File: config.mk
export PLATFORM = sky130hd
export DESIGN_NAME = evhc_hue
export DESIGN_NICKNAME = d
export VERILOG_FILES = /design/src/evhc_pkg.sv /design/src/evhc_hue.sv
export SDC_FILE = /design/constraint.sdc
export NUM_CORES = 1
export LEC_CHECK = 0
export BUFFER_PORTS_ARGS = -buffer_cell sky130_fd_sc_hd__buf_2
export CAP_MARGIN = 20
export CELL_PAD_IN_SITES_DETAIL_PLACEMENT = 0
export CELL_PAD_IN_SITES_GLOBAL_PLACEMENT = 1
export CORE_UTILIZATION = 53
export DETAILED_ROUTE_END_ITERATION = 6
export HOLD_SLACK_MARGIN = 0.05
export PLACE_DENSITY_LB_ADDON = 0.12
export SLEW_MARGIN = 25
export SYNTH_ARGS = -nofsm -noshare
export SYNTH_HDL_FRONTEND = slang
export SYNTH_SLANG_ARGS = --single-unit
File: constraint.sdc
create_clock -name clk -period 8.3 [get_ports clk]
set_input_delay 0.83 -clock clk [delete_from_list [all_inputs] [get_ports clk]]
set_output_delay 0.83 -clock clk [all_outputs]
set_load 0.03 [all_outputs]
File: src/evhc_pkg.sv
// Package for the escape value HSV colorizer.
// Holds fixed-point constants and shared types; depends on nothing.
package evhc_pkg;

    localparam int FRAC_BITS_DEF = 8;
    localparam int INT_BITS_DEF  = 16;
    localparam int Q = 30;
    localparam int DIV_STEPS = 4;

    typedef logic [Q:0] q30_t;

    typedef struct packed {
        logic [2:0] sector;
        q30_t       frac;
    } hue_t;

endpackage

File: src/evhc_hue.sv
// Hue path: sector and in-sector fraction from the escape value mod 100.
// Uses evhc_pkg; five register stages, delay matched by the top level.
module evhc_hue #(
    parameter int FRAC_BITS = evhc_pkg::FRAC_BITS_DEF,
    parameter int INT_BITS  = evhc_pkg::INT_BITS_DEF
) (
    input  logic                          clk,
    input  logic                          en,
    input  logic [INT_BITS+FRAC_BITS-1:0] raw,
    output evhc_pkg::hue_t                hue
);
    import evhc_pkg::*;

    localparam int     XW   = FRAC_BITS + 7;   // holds raw mod SPAN
    localparam int     HW   = XW + 3;          // holds six times that
    localparam int     QW   = FRAC_BITS + 2;   // holds (raw mod SPAN) / 25
    localparam longint SPAN = 64'd100 << FRAC_BITS;
    // The fraction (r << (Q - FRAC_BITS)) / 100 equals (r << S) / 25.
    localparam int     S    = Q - 2 - FRAC_BITS;
    // Reciprocals: n / 100 is exact for n < 2^15, r / 25 for r < 2^23.
    localparam longint M100 = ((64'd1 << 22) + 64'd99) / 64'd100;
    localparam longint M25  = ((64'd1 << 28) + 64'd24) / 64'd25;
    // k * 2^S / 25 for a remainder k below 25, by a short multiply.
    localparam longint MT   = ((64'd1 << (S + 10)) + 64'd24) / 64'd25;

    logic [15:0]          fold_next, fold_reg;
    logic [FRAC_BITS-1:0] lo_reg;
    logic [XW-1:0]        xm_next, xm_reg;
    logic [2:0]           sec_next, sec_c_reg, sec_d_reg, sec_e_reg;
    logic [XW-1:0]        r_next, r_c_reg, r_d_reg;
    logic [QW-1:0]        q25_next, q25_reg;
    logic [Q-1:0]         frac_next, frac_reg;

    // Stage A: fold the integer part bytewise, using 256^k mod 100.
    always_comb
    begin
        logic [31:0] n_int;
        n_int     = 32'(raw >> FRAC_BITS);
        fold_next = 16'(n_int[7:0]) + 16'(n_int[15:8]) * 16'd56
                  + 16'(n_int[23:16]) * 16'd36 + 16'(n_int[31:24]) * 16'd16;
    end

    // Stage B: finish the integer part mod 100 and rejoin the fraction bits.
    always_comb
    begin
        logic [31:0] qp;
        logic [8:0]  q100;
        qp      = 32'(fold_reg) * 32'(M100);
        q100    = 9'(qp >> 22);
        xm_next = {7'(fold_reg - 16'(q100) * 16'd100), lo_reg};
    end

    // Stage C: six times the hue, split into a sector and its remainder.
    always_comb
    begin
        logic [HW-1:0] h6;
        logic [HW-1:0] base;
        h6       = HW'(xm_reg) * HW'(6);
        sec_next = '0;
        base     = '0;
        for (int k = 1; k < 6; k++)
        begin
            if (h6 >= HW'(SPAN * k))
            begin
                sec_next = 3'(k);
                base     = HW'(SPAN * k);
            end
        end
        r_next = XW'(h6 - base);
    end

    // Stage D: remainder divided by 25.
    always_comb
    begin
        logic [47:0] prod;
        prod     = 48'(r_c_reg) * 48'(M25);
        q25_next = QW'(prod >> 28);
    end

    // Stage E: fraction as the quotient shifted up plus the remainder's tail.
    always_comb
    begin
        logic [4:0]  rem25;
        logic [39:0] tail;
        rem25     = 5'(r_d_reg - XW'(q25_reg) * XW'(25));
        tail      = (40'(rem25) * 40'(MT)) >> 10;
        frac_next = (Q'(q25_reg) << S) + Q'(tail);
    end

    always_ff @(posedge clk)
    begin
        if (en)
        begin
            fold_reg  <= fold_next;
            lo_reg    <= raw[FRAC_BITS-1:0];
            xm_reg    <= xm_next;
            sec_c_reg <= sec_next;
            r_c_reg   <= r_next;
            sec_d_reg <= sec_c_reg;
            r_d_reg   <= r_c_reg;
            q25_reg   <= q25_next;
            sec_e_reg <= sec_d_reg;
            frac_reg  <= frac_next;
        end
    end

    assign hue.sector = sec_e_reg;
    assign hue.frac   = {1'b0, frac_reg};

endmodule

## Yosys cells after proc, flatten, opt, wreduce, memory -nomap -nowiden

Cells that the tools add are included.

- Bits in registers: 107
- Bits in latches: 0
- Memory bits (writable): 0
- ROM bits: 0
- Bits of input ports: 26
- Output and inout bits: 34
- Word-level logic and storage cells: 38
- Memories kept: 0

- $add $sub $neg: 5
- $mul: 7
- Div/mod/pow operators: 0
- Order comparisons: 5
- Eq/ne operators: 0
- Shifts and indexed selects: 0
- Multiplexer cells: 9
- Bitwise logic cells: 0
- Reductions and logical operators: 1

Operators by type and width:

| cell | number |
|---|---|
| 2-to-1 mux 15 bit | 5 |
| greater-or-equal comparator 18 x 17 -> 1 bit (second input constant) | 3 |
| multiplier 15 x 24 -> 38 bit (second input constant) | 1 |
| multiplier 5 x 26 -> 31 bit (second input constant) | 1 |
| adder 30 x 21 -> 30 bit | 1 |
| multiplier 15 x 13 -> 28 bit (second input constant) | 1 |
| greater-or-equal comparator 18 x 15 -> 1 bit (second input constant) | 1 |
| greater-or-equal comparator 18 x 16 -> 1 bit (second input constant) | 1 |
| multiplier 15 x 2 -> 17 bit (second input constant) | 1 |
| adder 8 x 14 -> 15 bit | 1 |
| subtractor 15 bit | 1 |
| multiplier 8 x 3 -> 11 bit (second input constant) | 1 |
| multiplier 10 x 5 -> 5 bit (second input constant) | 1 |
| multiplier 9 x 5 -> 5 bit (second input constant) | 1 |
| subtractor 7 bit | 1 |
| subtractor 5 bit | 1 |
| 2-to-1 mux 2 bit | 2 |
| 2-to-1 mux 1 bit | 2 |
| OR reduction 2 bit | 1 |

## Longest topological paths before layout

Gate-level depths: netlist of run 1.

- Word-level depth: 8
- Gate-level depth with buffers: 29
- Mapped depth without buffers: 28

## Worst setup path before layout of run 1

No wires, ideal clock.

- Kind: register to register
- From: reg q25_reg[1]
- To: reg frac_reg[28], data pin
- Library setup time: 0.258 ns
- Arrival time: 6.173 ns
- Required time: 8.042 ns
- Setup slack: 1.869 ns
- Stages on the path, launching flop included: 28
- Cells stage by stage: edfxtp_1 ha_1 ha_1 fa_1 inv_1 a21o_1 a21oi_1 xnor2_1 fa_1 ha_1 inv_1 fa_1 inv_1 ha_1 and4_1 a21oi_1 o21ai_0 nor3_1 a211o_1 a311oi_1 o31a_1 xor2_1 ha_1 ha_1 nand3_1 nor2_1 nand3_1 xnor2_1

- Word-level cells in the longest chain between the ends: 4

RTL lines:

| element | line | RTL |
|---|---|---|
| start: declaration | evhc_hue.sv:31 | `logic [QW-1:0] q25_next, q25_reg;` |
| start signal: assignment | evhc_hue.sv:101 | `q25_reg <= q25_next;` |
| multiplier 10 x 5 -> 5 bit | evhc_hue.sv:85 | `rem25 = 5'(r_d_reg - XW'(q25_reg) * XW'(25));` |
| subtractor 5 bit | evhc_hue.sv:85 |  |
| multiplier 5 x 26 -> 31 bit | evhc_hue.sv:86 | `tail = (40'(rem25) * 40'(MT)) >> 10;` |
| adder 30 x 21 -> 30 bit * | evhc_hue.sv:87 | `frac_next = (Q'(q25_reg) << S) + Q'(tail);` |
| named net frac_next[28] | evhc_hue.sv:32 | `logic [Q-1:0] frac_next, frac_reg;` |
| end signal: assignment | evhc_hue.sv:103 | `frac_reg <= frac_next;` |
| end: declaration | evhc_hue.sv:32 |  |

Mark *: on every way through the listed nets, which the timed path passes. The rest lies on a longest branch.
A chain may end at the register's enable or synchronous reset.

## Worst setup path in the final report of run 1

- From: reg q25_reg[2]
- To: reg frac_reg[28], data pin

The elaborated chain is that of the path after synthesis.

==> results of run 1 <==
-- how the worst min path moves through the flow --
stage,cells after the start,slack (ns),to,startpoint
floorplan,0,0.40,sec_d_reg[0]$_DFFE_PP_,sec_c_reg[0]$_SDFFCE_PN1P_
finish,0,0.42,xm_reg[4]$_DFFE_PP_,lo_reg[4]$_DFFE_PP_
CTS,0,0.42,xm_reg[4]$_DFFE_PP_,lo_reg[4]$_DFFE_PP_
global route,0,0.43,sec_d_reg[0]$_DFFE_PP_,sec_c_reg[0]$_SDFFCE_PN1P_
global placement,0,0.40,sec_e_reg[0]$_DFFE_PP_,sec_d_reg[0]$_DFFE_PP_
detailed placement,0,0.41,xm_reg[4]$_DFFE_PP_,lo_reg[4]$_DFFE_PP_
-- per-stage QoR --
stage	cells	util
3_5_place_dp	1813	0.572
4_1_cts	1829	0.583
5_1_grt	1829	0.583
2_1_floorplan	1380	-
3_3_place_gp	1813	0.572
6_report	1829	0.583
-- cells by family (layout without fill, tap and decap cells) --
kind of cell / Yosys count / after routing / share of synthesized area
muxes: 1 / 1 / 0.000980
AOI/OAI and AO/OA: 185 / 185 / 0.0843
and+or+nand+nor: 160 / 160 / 0.0531
other: 1 / 1 / 0.000245
DFF: 105 / 105 / 0.206
buffers and inverters: 313 / 384 / 0.0783
xor gates and xnor gates: 87 / 87 / 0.0498
adders and majority gates: 528 / 528 / 0.527
-- layout by cell type (no fill, tap or decap), types with 6 or more instances in the layout --
cell type,n
o21a_1,6
nand3_1,18
a31oi_1,7
inv_1,307
nor2b_1,8
a21oi_1,44
clkbuf_16,9
a211oi_1,14
or3_1,6
nor3_1,14
edfxtp_1,105
nor2_1,45
o21ai_0,27
a21o_1,23
xnor2_1,57
and2_1,8
fa_1,196
buf_2,57
nand2_1,27
and3_1,8
ha_1,332
xor2_1,29
o21bai_1,7
-- cell type report --
cell class	instances	area (um^2)	share of cell area
clock buffers	9	225	0.0138
clock inverters	7	83.8	0.00512
inverters	307	1150	0.0704
multi-input cells	962	11000	0.670
flip-flops and latches	105	3150	0.193
well taps	378	473	0.0289
repair buffers	61	315	0.0193
-- layer usage --
| layer | share of wire | up-vias |
|---|---|---|
| li1 | - | 4775 |
| met1 | 0.50 | 4588 |
| met2 | 0.46 | 114 |
| met3 | 0.032 | 21 |
| met4 | 0.011 | 0 |
| met5 | 0 | - |
==> impl_metrics.tcl, run 1 <==
set metrics [dict create \
    cts_tree "built" \
    drc_errors 0 \
    yosysSeqAreaShare 0.206 \
    die_area_um2 29600 \
    area_delta_synth_final_pct 6.91 \
    largest_reg_flops 30 \
    crit_top_cell "ha_1" \
    drv_slew 0 \
    final_nets 2000 \
    layout_setup_ws_ns 1.38 \
    crit_fanout 10 \
    use_met2 0.352 \
    viasPerCell 5.19 \
    yosysWarnings 0 \
    rows 61 \
    grt_pass1_vias 9989 \
    grtUsageMet1 0.310 \
    end_kind "register" \
    yosysUniqueCellTypes 68 \
    port-buffer-count 58 \
    synth_cells 1380 \
    post-cts-setup-buffers 0 \
    cp_num_buf_inv 3 \
    grt_max_degree 78 \
    synthTopCellsByArea "ha_1, fa_1, edfxtp_1" \
    cts_resized 0 \
    antenna_found_initial 0 \
    required_ns 8.41 \
    syn_area_um2 15300 \
    worst_slew_pin_slew_ns 0.957 \
    gp_congestion 0.909 \
    synth.top_cell.area_share 0.271 \
    ys_ff_latch 105 \
    startpoint_type "register" \
    die_h_um 172 \
    skew_ns 0.0113 \
    met3_usage 0.0346 \
    n_fill_cell 2488 \
    top_usage_layer "met2" \
    yosys.area.top_type "ha_1" \
    crit_family "adder cells" \
    crit_cells 27 \
    outcome "completed" \
    fin_crit_sh 0.833 \
    overflow 0 \
    hold_class "register to register" \
    io_pins 60 \
    setup_viol 0 \
    synth_top_cells_by_count "ha_1, inv_1, fa_1, edfxtp_1, xnor2_1" \
    hold_violations 0 \
    synth_edf_count 105 \
    crit_path_start "q25_reg[2]$_DFFE_PP_" \
    crit_arrival_ns 7.03 \
    fmax_mhz 145 \
    cts-buffers-inserted 9 \
    r2r-start "q25_reg[2]$_DFFE_PP_" \
    rrSetupSlack_ns 1.38 \
    clk_latency_ns 0.36 \
    die_w_um 172 \
    cpMaxStageDelayCell "edfxtp_1" \
    design_area_um2 16400 \
    synth_flop_cell "edfxtp_1" \
    cts.sinks 105 \
    grt_pass1_wl_um 49800 \
    drt_wl_total_um 28900 \
    post-synth-top-count-cell "ha_1" \
    htree_levels 3 \
    endpoint "frac_reg[28]$_DFFE_PP_" \
    drt-initial-drc-count 373 \
    rsz0062_at_grt "no" \
    hold_slack_ns 0.422 \
    drive_gt1_frac 0.0620 \
    core_um2 28100 \
    vias 9498 \
    r2r_end "frac_reg[28]$_DFFE_PP_" \
    relSlewSlack 0.362 \
    cts_hold_buf 0 \
    min_period_ns 6.92 \
    hpwlAfterDp_um 25100 \
    path_clk_slew_ns 0.08 \
    initial_core_util 0.545 \
    wire_per_inst_um 15.8 \
    syn_area_per_cell_um2 11.1 \
    firstDrtPassIters 5 \
    place_ws_ns 1.36 \
    track_usage 0.218 \
    cts.root.buffer_cell "clkbuf_16" \
    ys_async_sr_fraction 0 \
    diodes 0 \
    placed_area_um2 16100 \
    tns_ns 0 \
    critPathKind "register to register" \
    r2r_cells 27 \
    ant_nets 0 \
    syn_nets 1934 \
    max_stage_delay_ns 0.55 \
    drv_cap 0 \
    cts_max_path_buffers 2 \
]
Power of run 1 is left out: the tool's default activity adds up to more than one toggle a clock period on the data nets, which glitch-free logic cannot reach.
==> run 2: changes to the inputs <==
--- a/config.mk
+++ b/config.mk
@@ -5,11 +5,12 @@
 export SDC_FILE = /design/constraint.sdc
 export NUM_CORES = 1
 export LEC_CHECK = 0
+export ABC_AREA = 1
 export BUFFER_PORTS_ARGS = -buffer_cell sky130_fd_sc_hd__buf_2
 export CAP_MARGIN = 20
 export CELL_PAD_IN_SITES_DETAIL_PLACEMENT = 0
 export CELL_PAD_IN_SITES_GLOBAL_PLACEMENT = 1
-export CORE_UTILIZATION = 53
+export CORE_UTILIZATION = 51
 export DETAILED_ROUTE_END_ITERATION = 6
 export HOLD_SLACK_MARGIN = 0.05
 export PLACE_DENSITY_LB_ADDON = 0.12
==> constraint.sdc (replaced) <==
create_clock -name clk -period 7.2 [get_ports clk]
set_input_delay 0.72 -clock clk [delete_from_list [all_inputs] [get_ports clk]]
set_output_delay 0.72 -clock clk [all_outputs]
set_load 0.03 [all_outputs]
==> run 2 against run 1 <==
Compared with the run above:
- utilization fell by 2.7 points
- maximum frequency grew 6.0%
- largest cell class unchanged
- die area grew 14%
- area after synthesis up 10%
- non-clock buffer count increased by 3
- wire length up 32%
- register-to-register slack worse by 0.71 ns
- synthesized cell count increased by 35%
==> impl_metrics.tcl, run 2 <==
set metrics [dict create \
    wire_per_inst_um 16.1 \
    vias 12043 \
    antenna_found_initial 0 \
    grt_pass1_vias 12344 \
    htree_levels 3 \
    gp_congestion 0.916 \
    drt-initial-drc-count 532 \
    skew_ns 0.00829 \
    post-synth-top-count-cell "inv_1" \
    drv_cap 0 \
    ant_nets 0 \
    startpoint_type "register" \
    yosysWarnings 0 \
    io_pins 60 \
    synth.top_cell.area_share 0.246 \
    final_nets 2484 \
    rows 66 \
    cts.root.buffer_cell "clkbuf_16" \
    critPathKind "register to register" \
    required_ns 7.34 \
    area_delta_synth_final_pct 7.04 \
    die_w_um 184 \
    drive_gt1_frac 0.0605 \
    hold_class "register to register" \
    initial_core_util 0.519 \
    drv_slew 0 \
    hpwlAfterDp_um 33900 \
    synth_cells 1858 \
    fin_crit_sh 0.906 \
    design_area_um2 18100 \
    crit_fanout 8 \
    yosysSeqAreaShare 0.187 \
    cts_hold_buf 0 \
    final_cell_mix "inv_1, ha_1, nand2_1, fa_1, edfxtp_1" \
    cts_resized 0 \
    track_usage 0.243 \
    end_kind "register" \
    yosys.area.top_type "ha_1" \
    cts.sinks 105 \
    final_common_cell "inv_1" \
    syn_area_per_cell_um2 9.09 \
    layout_setup_ws_ns 0.676 \
    synth_flop_cell "edfxtp_1" \
    max_stage_delay_ns 0.54 \
    synth_top_cells_by_count "inv_1, ha_1, nand2_1, fa_1, edfxtp_1" \
    drt_wl_total_um 38200 \
    tns_ns 0 \
    synthTopCellsByArea "ha_1, fa_1, edfxtp_1" \
    hold_violations 0 \
    synth_edf_count 105 \
    crit_arrival_ns 6.67 \
    port-buffer-count 58 \
    relSlewSlack 0.370 \
    largest_reg_flops 30 \
    viasPerCell 5.07 \
    cts_tree "built" \
    drc_errors 0 \
    die_h_um 184 \
    grt_pass1_wl_um 63100 \
    outcome "completed" \
    worst_slew_pin_slew_ns 0.944 \
    fmax_mhz 153 \
    syn_nets 2412 \
    rrSetupSlack_ns 0.68 \
    core_um2 32500 \
    grt_max_degree 71 \
    placed_area_um2 17800 \
    yosysUniqueCellTypes 44 \
    ys_async_sr_fraction 0 \
    min_period_ns 6.52 \
    diodes 0 \
    die_area_um2 33900 \
    place_ws_ns 0.664 \
    post-cts-setup-buffers 0 \
    cts-buffers-inserted 9 \
    cts_max_path_buffers 2 \
    cpMaxStageDelayCell "fa_1" \
    firstDrtPassIters 5 \
    syn_area_um2 16900 \
    rsz0062_at_grt "no" \
    ys_ff_latch 105 \
    setup_viol 0 \
    path_clk_slew_ns 0.08 \
    overflow 0 \
    clk_latency_ns 0.38 \
]
[run 2: final cells by class]
class	count	area, um^2
timing repair buffer	64	338
clock inverter	7	85.1
fill	3056	14500
tap	442	553
multi-input combinational	1313	12100
inverter	437	1640
clock buffer	9	225
sequential	105	3150
[run 2: routing by layer]
layer	global-route usage	vias up	share of wire
met5	0	-	0
met4	0.0763	0	0.027
met3	0.0291	54	0.029
met2	0.421	165	0.50
met1	0.316	5732	0.45
li1	-	6092	-
[run 2: per-stage QoR]
stage           util  std cells  hold slack [ns]
2_1_floorplan      -       1858            0.400
6_report       0.556       2377            0.423
3_5_place_dp   0.546       2361            0.405
4_1_cts        0.556       2377            0.425
5_1_grt        0.556       2377            0.431
3_3_place_gp   0.546       2361            0.402
[run 2: kinds of logic (layout without fill, tap and decap cells)]
group           after synthesis  after routing  synth area share
buf+inv                     440            517            0.0983
other cells                   1              1          0.000222
fa+ha+maj                   528            528             0.478
flops                       105            105             0.187
simple gates                529            529             0.133
xor+xnor                     80             80            0.0419
compound gates              175            175            0.0616
[run 2: final timing paths]
path | to | start | cells after the start
setup / recovery | frac_reg[29]$_DFFE_PP_ | q25_reg[1]$_DFFE_PP_ | 31
hold / removal | xm_reg[7]$_DFFE_PP_ | lo_reg[7]$_DFFE_PP_ | 0
setup reg to reg | frac_reg[29]$_DFFE_PP_ | q25_reg[1]$_DFFE_PP_ | 31
hold reg to reg | xm_reg[7]$_DFFE_PP_ | lo_reg[7]$_DFFE_PP_ | 0
[run 2: critical path: cells and delay by family, from the launching register on]
kind / cells / cell delay, ns
AOI/OAI and AO/OA: 4 / 0.60
and+or+nand+nor: 12 / 1.30
xor gates and xnor gates: 3 / 0.42
adders and majority gates: 8 / 3.04
buffers and inverters: 4 / 0.40
DFF: 1 / 0.52
Power of run 2 is left out for the same reason.
==> run 3: changes to the inputs <==
--- a/config.mk
+++ b/config.mk
@@ -5,12 +5,12 @@
 export SDC_FILE = /design/constraint.sdc
 export NUM_CORES = 1
 export LEC_CHECK = 0
-export ABC_AREA = 1
+export ABC_AREA = 0
 export BUFFER_PORTS_ARGS = -buffer_cell sky130_fd_sc_hd__buf_2
 export CAP_MARGIN = 20
 export CELL_PAD_IN_SITES_DETAIL_PLACEMENT = 0
 export CELL_PAD_IN_SITES_GLOBAL_PLACEMENT = 1
-export CORE_UTILIZATION = 51
+export CORE_UTILIZATION = 53
 export DETAILED_ROUTE_END_ITERATION = 6
 export HOLD_SLACK_MARGIN = 0.05
 export PLACE_DENSITY_LB_ADDON = 0.12
==> run 3 against run 2 <==
Compared with the run above:
- first-iteration DRC count down 34%
- setup slack worse by 0.19 ns
- utilization increased by 3.0 points
- count of clock-buffer cells in the layout did not move
- non-clock buffer count grew 9
- sequential share of layout area increased by 1.7 points
- worst hold slack worse by 0.0015 ns
- flip-flop and latch count unchanged
- critical path depth shrank 4
==> impl_metrics.tcl, run 3 (same netlist as run 1, synthesis figures left out) <==
set metrics [dict create \
    min_period_ns 6.71 \
    largest_reg_flops 30 \
    cts_tree "built" \
    grtUsageMet1 0.316 \
    ant_nets 0 \
    firstDrtPassIters 4 \
    layout_setup_ws_ns 0.490 \
    drt-initial-drc-count 349 \
    rrSetupSlack_ns 0.49 \
    tns_ns 0 \
    cts-buffers-inserted 9 \
    top_usage_layer "met2" \
    cts_max_path_buffers 2 \
    critPathKind "register to register" \
    drt_wl_total_um 29700 \
    drc_errors 0 \
    initial_core_util 0.545 \
    hpwlAfterDp_um 25500 \
    port-buffer-count 58 \
    setup_viol 0 \
    drive_gt1_frac 0.0711 \
    dpl.cell_count 1823 \
    io_pins 60 \
    diodes 0 \
    fmax_mhz 149 \
    final_nets 2012 \
    end_kind "register" \
    crit_path_start "q25_reg[1]$_DFFE_PP_" \
    final_common_cell "ha_1" \
    multi_input_area_um2 11000 \
    hold_path_end "xm_reg[1]$_DFFE_PP_" \
    required_ns 7.31 \
    crit_arrival_ns 6.82 \
    final_cell_mix "ha_1, inv_1, fa_1, edfxtp_1" \
    core_um2 28100 \
    max_stage_delay_ns 0.49 \
    hold_violations 0 \
    viasPerCell 5.25 \
    cts.sinks 105 \
    htree_levels 3 \
    place_ws_ns 0.298 \
    r2r_end "frac_reg[28]$_DFFE_PP_" \
    overflow 0 \
    met3_usage 0.0318 \
    die_h_um 172 \
    hold_class "register to register" \
    crit_fanout 10 \
    die_area_um2 29600 \
    drv_slew 0 \
    startpoint_type "register" \
    track_usage 0.221 \
    rsz0062_at_grt "no" \
    r2r_cells 27 \
    wire_per_inst_um 16.1 \
    hp-start "lo_reg[1]$_DFFE_PP_" \
    cts.root.buffer_cell "clkbuf_16" \
    crit_top_cell "ha_1" \
    skew_ns 0.00722 \
    worst_slew_pin_slew_ns 0.969 \
    ff_latch_area_um2 3150 \
    whs_path_depth 0 \
    instances_no_fill 1841 \
    design_area_um2 16500 \
    grt_pass1_vias 10131 \
    grt_pass1_wl_um 50300 \
    antenna_found_initial 0 \
    gp_congestion 0.910 \
    vias 9662 \
    relSlewSlack 0.354 \
    rows 61 \
    n_fill_cell 2467 \
    drv_cap 0 \
    r2r-start "q25_reg[1]$_DFFE_PP_" \
    cpMaxStageDelayCell "fa_1" \
    grt_max_degree 78 \
    clk_latency_ns 0.36 \
    placed_area_um2 16100 \
    die_w_um 172 \
    outcome "completed" \
    path_clk_slew_ns 0.08 \
    fin_crit_sh 0.932 \
    use_met2 0.362 \
    area_delta_synth_final_pct 7.43 \
]
==> run 3: changes by cell type in the layout (fill, tap and decap cells not counted), moves of 29 or more <==
cell / delta
nand2_1: -270
inv_1: -127
nand3_1: -51
nor2_1: -46
xnor2_1: +37
a21oi_1: -35
xor2_1: -29
==> run 3: layer usage <==
| layer | share of wire | vias up |
|---|---|---|
| li1 | - | 4798 |
| met1 | 0.49 | 4713 |
| met2 | 0.46 | 130 |
| met3 | 0.038 | 21 |
| met4 | 0.0093 | 0 |
| met5 | 0 | - |
==> run 3: worst max-delay path by stage <==
stage | end | slack [ns] | depth (start not counted)
global route | frac_reg[28]$_DFFE_PP_ | 0.003 | 27
finish | frac_reg[28]$_DFFE_PP_ | 0.49 | 27
CTS | frac_reg[28]$_DFFE_PP_ | 0.25 | 27
global placement | frac_reg[28]$_DFFE_PP_ | 0.42 | 27
detailed placement | frac_reg[28]$_DFFE_PP_ | 0.30 | 27
floorplan | frac_reg[28]$_DFFE_PP_ | 0.77 | 27
==> run 3: metrics by stage <==
stage	hold slack [ns]	utilization
floorplan	0.400	-
global placement	0.401	0.574
detailed placement	0.405	0.574
CTS	0.424	0.585
global route	0.430	0.586
finish	0.422	0.586
==> run 3: critical path: cells and delay by family (launching register included) <==
kind	cells	cell delay, ns
fa+ha+maj	9	2.86
simple gates	8	1.57
compound gates	5	1.06
flops	1	0.45
xor+xnor	2	0.36
buf+inv	3	0.16
==> run 3: repair_timing <==
item                       4_1_cts  5_1_grt
setup endpoints to repair        0        4
hold buffers                     0        0
gates resized for setup          0        3
buffers inserted                 0        2
==> run 3: cell type report <==
type | count | share of cell area
Clock buffer | 9 | 0.0137
Clock inverter | 7 | 0.00418
Inverter | 307 | 0.0700
Multi-Input combinational cell | 962 | 0.667
Sequential cell | 105 | 0.192
Tap cell | 378 | 0.0287
Timing Repair Buffer | 73 | 0.0246
Power of run 3 is left out for the same reason.
